--- config.mk ---
export PLATFORM = sky130hd
export DESIGN_NAME = yuv_to_packed_rgb_converter_top
export DESIGN_NICKNAME = d
export VERILOG_FILES = /design/src/rtl/core/yuvrgb_pkg.sv /design/src/rtl/core/yuvrgb_regs.sv /design/src/rtl/core/yuvrgb_pixel.sv /design/src/rtl/core/yuv_to_packed_rgb_converter_top.sv
export SDC_FILE = /design/constraint.sdc
export NUM_CORES = 1
export LEC_CHECK = 0
export BUFFER_PORTS_ARGS = -buffer_cell sky130_fd_sc_hd__buf_2
export CORE_ASPECT_RATIO = 0.5
export CORE_MARGIN = 5
export CORE_UTILIZATION = 60
export CTS_BUF_LIST = sky130_fd_sc_hd__clkbuf_2
export DETAILED_ROUTE_END_ITERATION = 12
export GPL_TIMING_DRIVEN = 1
export PLACE_DENSITY = 0.77
export SYNTH_ARGS = -nofsm -noshare
export SYNTH_HDL_FRONTEND = slang
export SYNTH_SLANG_ARGS = --single-unit
--- constraint.sdc ---
create_clock -name clk -period 9.8 [get_ports clk]
set_input_delay 1.96 -clock clk [delete_from_list [all_inputs] [get_ports clk]]
set_output_delay 1.96 -clock clk [all_outputs]
set_load 0.005 [all_outputs]
--- src/rtl/core/yuvrgb_pkg.sv ---
package yuvrgb_pkg;

	// Output packing codes, as held in the format register
	typedef enum logic [1:0] {
		FMT_RGB555 = 2'd0,
		FMT_RGB565 = 2'd1,
		FMT_BGR24  = 2'd2,
		FMT_BGR32  = 2'd3
	} fmt_t;

	// Conversion path codes
	typedef enum logic {
		OP_STUDIO = 1'b0,
		OP_FULL   = 1'b1
	} op_t;

	localparam fmt_t FMT_RESET = FMT_BGR32;

	// APB map: one 32-bit register, index taken from the word address
	localparam int unsigned PADDR_W = 3;
	localparam int unsigned PDATA_W = 32;
	localparam logic REG_OUTPUT_FORMAT = 1'b0;

	// Width of the working sums; covers both paths with margin
	localparam int unsigned SUM_W = 28;

	// Studio-range 16.16 coefficients
	localparam logic signed [SUM_W-1:0] COEF_Y  = 28'sd76283;
	localparam logic signed [SUM_W-1:0] COEF_BV = 28'sd104595;
	localparam logic signed [SUM_W-1:0] COEF_GV = 28'sd53280;
	localparam logic signed [SUM_W-1:0] COEF_GU = 28'sd25690;
	localparam logic signed [SUM_W-1:0] COEF_RV = 28'sd132186;

	// Full-range 8.8 coefficients
	localparam logic signed [SUM_W-1:0] FR_VR = 28'sd359;
	localparam logic signed [SUM_W-1:0] FR_UG = 28'sd88;
	localparam logic signed [SUM_W-1:0] FR_VG = 28'sd183;
	localparam logic signed [SUM_W-1:0] FR_UB = 28'sd454;

	localparam logic [8:0] LUMA_OFFSET   = 9'd16;
	localparam logic [8:0] CHROMA_OFFSET = 9'd128;

endpackage

--- src/rtl/core/yuvrgb_regs.sv ---
module yuvrgb_regs (
	input  logic                           clk,
	input  logic                           arst_n,
	input  logic                           psel,
	input  logic                           penable,
	input  logic                           pwrite,
	input  logic [yuvrgb_pkg::PADDR_W-1:0] paddr,
	input  logic [yuvrgb_pkg::PDATA_W-1:0] pwdata,
	output logic [yuvrgb_pkg::PDATA_W-1:0] prdata,
	output logic                           pready,
	output yuvrgb_pkg::fmt_t               fmt
);
	import yuvrgb_pkg::*;

	fmt_t fmt_q;
	logic wr_en;

	assign pready = 1'b1;
	assign wr_en  = psel && penable && pwrite && (paddr[2] == REG_OUTPUT_FORMAT);

	always_ff @(posedge clk or negedge arst_n) begin
		if (!arst_n) begin
			fmt_q <= FMT_RESET;
		end else if (wr_en) begin
			fmt_q <= fmt_t'(pwdata[1:0]);
		end
	end

	always_comb begin
		prdata = '0;
		if (paddr[2] == REG_OUTPUT_FORMAT) begin
			prdata = {{(PDATA_W-2){1'b0}}, fmt_q};
		end
	end

	assign fmt = fmt_q;

endmodule

--- src/rtl/core/yuvrgb_pixel.sv ---
module yuvrgb_pixel (
	input  yuvrgb_pkg::op_t  op,
	input  yuvrgb_pkg::fmt_t fmt,
	input  logic [7:0]       luma,
	input  logic [7:0]       chroma_blue,
	input  logic [7:0]       chroma_red,
	output logic [23:0]      pixel
);
	import yuvrgb_pkg::*;

	logic signed [8:0]       y_off;
	logic signed [8:0]       u_off;
	logic signed [8:0]       v_off;
	logic signed [SUM_W-1:0] y_x;
	logic signed [SUM_W-1:0] yf_x;
	logic signed [SUM_W-1:0] u_x;
	logic signed [SUM_W-1:0] v_x;
	logic signed [SUM_W-1:0] ys;
	logic signed [SUM_W-1:0] sum_r;
	logic signed [SUM_W-1:0] sum_g;
	logic signed [SUM_W-1:0] sum_b;
	logic [7:0]              r;
	logic [7:0]              g;
	logic [7:0]              b;

	// Studio clip: above 0xFFFFFF saturates, at most 0xFFFF floors, else bits 23..16
	function automatic logic [7:0] clip_hi(input logic signed [SUM_W-1:0] x);
		logic [7:0] res;
		if (x[SUM_W-1]) begin
			res = 8'd0;
		end else if (|x[SUM_W-2:24]) begin
			res = 8'hFF;
		end else begin
			res = x[23:16];
		end
		return res;
	endfunction

	// Full-range clip: above 0xFFFF saturates, at most 0xFF floors, else bits 15..8
	function automatic logic [7:0] clip_lo(input logic signed [SUM_W-1:0] x);
		logic [7:0] res;
		if (x[SUM_W-1]) begin
			res = 8'd0;
		end else if (|x[SUM_W-2:16]) begin
			res = 8'hFF;
		end else begin
			res = x[15:8];
		end
		return res;
	endfunction

	always_comb begin
		y_off = $signed({1'b0, luma}) - $signed(LUMA_OFFSET);
		u_off = $signed({1'b0, chroma_blue}) - $signed(CHROMA_OFFSET);
		v_off = $signed({1'b0, chroma_red}) - $signed(CHROMA_OFFSET);
		y_x   = {{(SUM_W-9){y_off[8]}}, y_off};
		yf_x  = {{(SUM_W-16){1'b0}}, luma, 8'd0};
		u_x   = {{(SUM_W-9){u_off[8]}}, u_off};
		v_x   = {{(SUM_W-9){v_off[8]}}, v_off};

		if (op == OP_STUDIO) begin
			ys    = y_x * COEF_Y;
			sum_r = ys + v_x * COEF_BV;
			sum_g = ys - v_x * COEF_GV - u_x * COEF_GU;
			sum_b = ys + u_x * COEF_RV;
			r     = clip_hi(sum_r);
			g     = clip_hi(sum_g);
			b     = clip_hi(sum_b);
		end else begin
			ys    = yf_x;
			sum_r = ys + v_x * FR_VR;
			sum_g = ys - u_x * FR_UG - v_x * FR_VG;
			sum_b = ys + u_x * FR_UB;
			r     = clip_lo(sum_r);
			g     = clip_lo(sum_g);
			b     = clip_lo(sum_b);
		end

		case (fmt) inside
			FMT_RGB555: pixel = {9'd0, r[7:3], g[7:3], b[7:3]};
			FMT_RGB565: pixel = {8'd0, r[7:3], g[7:2], b[7:3]};
			FMT_BGR24, FMT_BGR32: pixel = {r, g, b};
			default: pixel = {r, g, b};
		endcase
	end

endmodule

--- src/rtl/core/yuv_to_packed_rgb_converter_top.sv ---
// Pipeline: an input transfer passes through the input register and then the result register
// before out_valid rises. Throughput: one pixel pair per cycle unless the result side stalls;
// both pixels are converted in parallel between the two registers, and a stalled result holds
// while one more item waits.
// Reset (arst_n low, asynchronous): both stages empty, output format set to 32-bit BGR.
module yuv_to_packed_rgb_converter_top (
	input  logic                           clk,
	input  logic                           arst_n,
	input  logic                           in_valid,
	output logic                           in_ready,
	input  logic                           op,
	input  logic [7:0]                     luma_first,
	input  logic [7:0]                     luma_second,
	input  logic [7:0]                     chroma_blue,
	input  logic [7:0]                     chroma_red,
	output logic                           out_valid,
	input  logic                           out_ready,
	output logic [23:0]                    pixel_first,
	output logic [23:0]                    pixel_second,
	input  logic                           psel,
	input  logic                           penable,
	input  logic                           pwrite,
	input  logic [yuvrgb_pkg::PADDR_W-1:0] paddr,
	input  logic [yuvrgb_pkg::PDATA_W-1:0] pwdata,
	output logic [yuvrgb_pkg::PDATA_W-1:0] prdata,
	output logic                           pready
);
	import yuvrgb_pkg::*;

	fmt_t       fmt;
	logic       valid_s1;
	logic       valid_s2;
	logic       adv_s1;
	logic       adv_s2;
	op_t        op_s1;
	logic [7:0] luma_first_s1;
	logic [7:0] luma_second_s1;
	logic [7:0] chroma_blue_s1;
	logic [7:0] chroma_red_s1;
	logic [23:0] pix_first;
	logic [23:0] pix_second;
	logic [23:0] pixel_first_s2;
	logic [23:0] pixel_second_s2;

	yuvrgb_regs u_regs (
		.clk     (clk),
		.arst_n  (arst_n),
		.psel    (psel),
		.penable (penable),
		.pwrite  (pwrite),
		.paddr   (paddr),
		.pwdata  (pwdata),
		.prdata  (prdata),
		.pready  (pready),
		.fmt     (fmt)
	);

	// Advance the result stage when it is empty or being drained
	assign adv_s2   = !valid_s2 || out_ready;
	assign adv_s1   = !valid_s1 || adv_s2;
	assign in_ready = adv_s1;

	always_ff @(posedge clk or negedge arst_n) begin
		if (!arst_n) begin
			valid_s1 <= 1'b0;
			valid_s2 <= 1'b0;
		end else begin
			if (adv_s1) begin
				valid_s1 <= in_valid;
			end
			if (adv_s2) begin
				valid_s2 <= valid_s1;
			end
		end
	end

	always_ff @(posedge clk) begin
		if (adv_s1 && in_valid) begin
			op_s1          <= op_t'(op);
			luma_first_s1  <= luma_first;
			luma_second_s1 <= luma_second;
			chroma_blue_s1 <= chroma_blue;
			chroma_red_s1  <= chroma_red;
		end
		if (adv_s2 && valid_s1) begin
			pixel_first_s2  <= pix_first;
			pixel_second_s2 <= pix_second;
		end
	end

	yuvrgb_pixel u_pix_first (
		.op          (op_s1),
		.fmt         (fmt),
		.luma        (luma_first_s1),
		.chroma_blue (chroma_blue_s1),
		.chroma_red  (chroma_red_s1),
		.pixel       (pix_first)
	);

	yuvrgb_pixel u_pix_second (
		.op          (op_s1),
		.fmt         (fmt),
		.luma        (luma_second_s1),
		.chroma_blue (chroma_blue_s1),
		.chroma_red  (chroma_red_s1),
		.pixel       (pix_second)
	);

	assign out_valid    = valid_s2;
	assign pixel_first  = pixel_first_s2;
	assign pixel_second = pixel_second_s2;

endmodule

Yosys cells after proc, flatten, opt, wreduce, memory -nomap -nowiden
Index checks and enable logic that the tools add are counted.
Cells by class
  add/sub/neg operators: 20
  multiply operators: 10
  eq/ne operators: 1
  muxes and demuxes: 35
  bitwise operators: 1
  reduce and logical (&&, ||, !) cells: 23
Operator list (count)
  two-way mux 8 bit: 30
  adder 17 x 28 -> 28 bit: 4
  subtractor 28 bit: 4
  multiplier 9 x 18 -> 27 bit, second input constant: 4
  OR reduction 11 bit: 6
  adder 27 x 27 -> 28 bit: 2
  adder 27 x 28 -> 28 bit: 2
  subtractor 17 x 28 -> 28 bit: 2
  subtractor 27 x 26 -> 28 bit: 2
  multiplier 9 x 9 -> 18 bit, second input constant: 2
  two-way mux 16 bit: 2
  two-way mux 15 bit: 2
  multiplier 9 x 15 -> 24 bit, second input constant: 1
  multiplier 9 x 12 -> 21 bit, second input constant: 1
  multiplier 9 x 10 -> 19 bit, second input constant: 1
  OR reduction 3 bit: 6
  subtractor 8 x 5 -> 9 bit, second input constant: 2
  subtractor 8 x 8 -> 9 bit, second input constant: 2
  multiplier 9 x 5 -> 14 bit, second input constant: 1
  logical AND 1 bit: 5
  equality test 2 x 1 -> 1 bit, second input constant: 1
  zero test 1 bit: 2
  zero test 2 bit: 1
  logical OR 1 bit: 2
  other kinds (3): 3
Storage, ports and cells
  bits in registers: 85
  input port bits: 75
  output and inout port bits: 83
  word-level logic and storage cells: 104

Logic depth before layout (Yosys ltp)
  word-level depth: 10
  mapped depth: 38

Hierarchy
From an unflattened synthesis, not the netlist that was laid out.
Second synthesis, totals
  cells, all modules: 4251
  area, all modules: 38962.4 um^2
By module, submodules not included
  yuvrgb_pixel (u_pix_first): instances 1, cells an instance 2093, area each 18197.5 um^2
  yuvrgb_pixel (u_pix_second): instances 1, cells an instance 2029, area each 17864.6 um^2
  yuv_to_packed_rgb_converter_top: instances 1, cells an instance 89, area each 2536.2 um^2
  yuvrgb_regs: instances 1, cells an instance 40, area each 364.1 um^2

Worst setup path before layout
OpenSTA, ideal clock, no wires.
  kind: reg-to-reg
  start point: register chroma_blue_s1[7]
  end point: register pixel_second_s2[13], in the netlist pixel_second[13], data pin
  arrival time: 8.243 ns
  data required time: 9.633 ns
  path slack: 1.390 ns
  cell stages (with the launch flop): 33
  path through: edfxtp_1 -> clkbuf_1 -> clkinv_1 -> ha_1 -> inv_1 -> fa_1 -> fa_1 -> inv_1 -> fa_1 -> ha_1 -> nor2b_1 -> o31a_1 -> o21ai_0 -> a21boi_0 -> o21ai_0 -> a21boi_0 -> o21ai_0 -> a21oi_1 -> o21a_1 -> o21a_1 -> o21ai_0 -> fa_1 -> ha_1 -> nand3_1 -> a21oi_1 -> nor4_1 -> or4b_1 -> nand3_1 -> or3b_1 -> buf_2 -> o21ai_0 -> nor2_1 -> a211oi_1
On the way
  cells in the longest elaborated chain, start to end: 10
RTL lines
  start: declaration: RTL line yuv_to_packed_rgb_converter_top.sv:38  | logic [7:0] chroma_blue_s1;
  start signal: assignment: RTL line yuv_to_packed_rgb_converter_top.sv:82  | chroma_blue_s1 <= chroma_blue;
  subtractor 8 x 8 -> 9 bit (*): RTL line yuvrgb_pixel.sv:54  | u_off = $signed({1'b0, chroma_blue}) - $signed(CHROMA_OFFSET);
  multiplier 9 x 5 -> 14 bit: RTL line yuvrgb_pixel.sv:72  | sum_g = ys - u_x * FR_UG - v_x * FR_VG;
  subtractor 17 x 28 -> 28 bit: RTL line yuvrgb_pixel.sv:72
  subtractor 28 bit: RTL line yuvrgb_pixel.sv:72
  OR reduction 11 bit: RTL line yuvrgb_pixel.sv:44  | end else if (|x[SUM_W-2:16]) begin
  two-way mux 8 bit: RTL line yuvrgb_pixel.sv:44
  two-way mux 8 bit: RTL line yuvrgb_pixel.sv:42  | if (x[SUM_W-1]) begin
  two-way mux 8 bit (*): RTL line yuvrgb_pixel.sv:61  | if (op == OP_STUDIO) begin
  two-way mux 16 bit (*): RTL line yuvrgb_pixel.sv:79  | case (fmt) inside
  two-way mux 15 bit (*): RTL line yuvrgb_pixel.sv:79
  via pix_second[13]: RTL line yuv_to_packed_rgb_converter_top.sv:41  | logic [23:0] pix_second;
  end signal: assignment: RTL line yuv_to_packed_rgb_converter_top.sv:87  | pixel_second_s2 <= pix_second;
  end: declaration: RTL line yuv_to_packed_rgb_converter_top.sv:43  | logic [23:0] pixel_second_s2;
Mark *: on every way through the listed nets, which the timed path passes. The rest lies on a longest branch.
A chain may end at the register's enable or synchronous reset.

Worst setup path in the final report
  start point: register luma_second_s1[5]
  end point: register pixel_second_s2[13], in the netlist pixel_second[13], data pin
On the way
  cells in the longest elaborated chain, start to end: 10
RTL lines
  start: declaration: RTL line yuv_to_packed_rgb_converter_top.sv:37  | logic [7:0] luma_second_s1;
  start signal: assignment: RTL line yuv_to_packed_rgb_converter_top.sv:81  | luma_second_s1 <= luma_second;
  subtractor 8 x 5 -> 9 bit: RTL line yuvrgb_pixel.sv:53  | y_off = $signed({1'b0, luma}) - $signed(LUMA_OFFSET);
  multiplier 9 x 18 -> 27 bit: RTL line yuvrgb_pixel.sv:62  | ys = y_x * COEF_Y;
  subtractor 27 x 26 -> 28 bit: RTL line yuvrgb_pixel.sv:64  | sum_g = ys - v_x * COEF_GV - u_x * COEF_GU;
  subtractor 28 bit: RTL line yuvrgb_pixel.sv:64
  OR reduction 3 bit: RTL line yuvrgb_pixel.sv:31  | end else if (|x[SUM_W-2:24]) begin
  two-way mux 8 bit: RTL line yuvrgb_pixel.sv:31
  two-way mux 8 bit: RTL line yuvrgb_pixel.sv:29  | if (x[SUM_W-1]) begin
  two-way mux 8 bit: RTL line yuvrgb_pixel.sv:61
  two-way mux 16 bit: RTL line yuvrgb_pixel.sv:79
  two-way mux 15 bit (*): RTL line yuvrgb_pixel.sv:79
  via pix_second[13]: RTL line yuv_to_packed_rgb_converter_top.sv:41
Marked as above.

==> metrics.txt <==
GR Util met1=48.9%; crit path time final=9.29 ns; Synth Instances=about 3400; H-tree depth=3; Num CTS Buffers=9; final setup violation count=0; HP Start=valid_s1; Vias=between 20000 and 30000; Critical Path End=pixel_second[13]; CP max FO=8; Root Buffer=clkbuf_2; total wire length=between 90000 and 100000 microns; Sinks on Clock Net=85; Pins Over Slew Limit=0; GR Util met2=49.9%; nets=roughly 4700; die area=55100 sq um; Rows=58; IO Pins=158; Port Buf Inserts=94; register bit total from synthesis=85; Cell variety after synth=104; clk_lat worst skew=0.83 ns; CP max stage cell=or4b_1; share of layout cells above drive strength 1=7.95%; max incr delay on CP=0.57 ns; CP Launch Type=flop; Layout Skew=approximately 0.093 ns; Min Hold Slack=~0.54 ns; sequential area share after synthesis=8.41%; Reg2Reg Setup Slack=approximately 0.5 ns; initial antenna violation count=3; number of fill cells=4263; Hold Path Class=reg2reg; Synth top area share=between 30% and 40%; synth warn=0; first-pass GRT wire length=142000 microns; RR Endpoint=pixel_second[13]; crit share post-route=94.8%; Post-CTS Hold Fix Bufs=0; wire per inst=about 22 microns; reg-to-reg startpoint=luma_second_s1[5]; Crit path required time=10.43 ns; status=completed; HPWL after DPL=roughly 81000 microns; Iteration-0 DRC Markers=~2500; core area=50000 sq um; clock slew at reported path FFs=0.42 ns; CTS max path bufs=2; total of max-cap violations=0; Area growth syn-to-layout=6.52%; GPL Wtd Cong=between 1 and 1.5; vias in the first global route=between 20000 and 25000; Data arrival, critical path=9.92 ns; worst relative slew slack=21.9%; GRT Total Usage=33.6%; grt total ovfl=0; largest area contributor in the netlist=ha_1; DIE WIDTH=327 microns; CP Launch Point=luma_second_s1[5]; asr flop ratio synth=between 4 and 5%; Routed Antenna Nets=0; Mean Syn Cell Area=about 8.8 sq um; chip height=169 microns; Post-Syn Area=30200 sq um; top cells by area, synth=ha_1 (31%), fa_1 (17%), edfxtp_1 (8.1%); Worst-Margin Slew=1.17 ns; Reg2Reg Depth=37; Initial Util=approximately three fifths; GR peak layer=met2; largest net degree at the start of global routing=49; fmax=108 MHz; TritonCTS clock tree=built; EDFF count, synth=81; final hold violations=0; drt drc=0; CP endpoint kind=flop; met3 Use GR=8.90%; Setup CP Type=reg2reg; Top FF cell, synth=edfxtp_1; vias per cell=about 6.1; DR pass1 iterations=6
==> state kept, by name, indices dropped and copies added, names as in the netlist <==
register	count
luma_second_s1	8
valid_s1	1
u_regs.fmt	2
luma_first_s1	8
op_s1	1
chroma_red_s1	8
out_valid	1
chroma_blue_s1	8
pixel_second	24
pixel_first	24
==> final cells by class <==
cell class | count | area (sq um) | area share [%]
tap | 660 | 826 | 2.57
timing repair buffer | 185 | 1150 | 3.59
clock inverter | 7 | 78.8 | 0.245
clock buffer | 9 | 45.0 | 0.140
antenna | 2 | 5.00 | 0.0156
sequential | 85 | 2530 | 7.89
multi-input combinational | 2681 | 25100 | 78.0
inverter | 642 | 2410 | 7.50
==> cells in the final DEF, fill, tap and decap left out, types with 12 or more instances in the layout <==
master      n
a211oi_1   31
o21bai_1   36
o21a_1     38
a21o_1     65
o211ai_1   20
o21ai_1    13
and2_1     32
a31oi_1    25
buf_4      91
nand4_1    24
nand2b_1   31
inv_1     640
conb_1     31
o22ai_1    12
or2_2      24
edfxtp_1   81
fa_1      250
a21boi_0   16
and3_1     22
ha_1      744
xor2_1     73
o21ai_0   149
a21oi_1   198
buf_2      94
nand2_1   117
o31ai_1    17
nor2b_1    30
xnor2_1   147
or3_1      28
nor3_1     64
nor2_1    197
nand3_1    39
==> through the flow <==
stage,std cells,worst slack [ns],area [sq um],util (%),TNS [ns]
after detailed placement,4249,0.150,31900,63.8,0
after global placement,4249,0.423,31900,63.8,0
after floorplan,3463,1.39,30300,-,0
final,4271,0.511,32100,64.2,0
after global routing,4270,-0.0176,32100,64.2,-0.0176
after CTS,4265,0.155,32000,64.0,0
==> cell families after synthesis <==
| kind of cell | count (synthesis) | synth area share, % |
|---|---|---|
| flops | 85 | 8.41 |
| other cells | 2 | 0.0249 |
| simple gates | 655 | 11.0 |
| fa+ha+maj | 995 | 47.5 |
| buf+inv | 697 | 9.10 |
| mux | 15 | 0.531 |
| compound gates | 762 | 16.9 |
| xor+xnor | 223 | 6.48 |
==> repair_timing <==
action / CTS / global route
endpoints found under the setup margin: 1 / 23
pin swaps: 0 / 1
buffers inserted: 0 / 4
gates resized for setup: 1 / 13
gates cloned: 0 / 0
==> Yosys cell counts (18+ instances only) <==
master    count
ha_1        745
inv_1       640
fa_1        250
a21oi_1     198
nor2_1      197
o21ai_0     150
xnor2_1     148
nand2_1     117
edfxtp_1     81
xor2_1       75
a21o_1       65
nor3_1       64
nand3_1      39
o21a_1       38
o21bai_1     36
and2_1       34
a211oi_1     31
buf_4        31
nand2b_1     31
nor2b_1      30
or3_1        28
a31oi_1      25
nand4_1      24
or2_2        24
and3_1       22
o211ai_1     20
o31ai_1      18
==> worst max-delay path: cells and delay by family (launching register included) <==
kind,cells,cell delay [ns]
adder cells (fa/ha/maj),9,3.51
AO/OA/AOI/OAI,10,2.04
AND/OR/NAND/NOR,9,1.96
buffers and inverters,7,0.75
flip-flops,1,0.48
XOR/XNOR,2,0.36
==> layer usage <==
layer  vias to the layer above  part of all wire, %
met5                         -                0.011
met4                         2                  2.7
met3                       159                   13
met2                      1130                   40
met1                     12500                   44
li1                      12200                    -
==> worst min path at each step <==
stage | end | slack, ns | cells after the start
6_report | out_valid | 0.54 | 1
5_1_grt | out_valid | 0.55 | 1
4_1_cts | out_valid | 0.54 | 1
3_5_place_dp | out_valid | 0.48 | 1
3_3_place_gp | out_valid | 0.47 | 1
2_1_floorplan | out_valid | 0.45 | 1
Power is left out: the tool's default activity adds up to more than one toggle a clock period on the data nets, which glitch-free logic cannot reach.
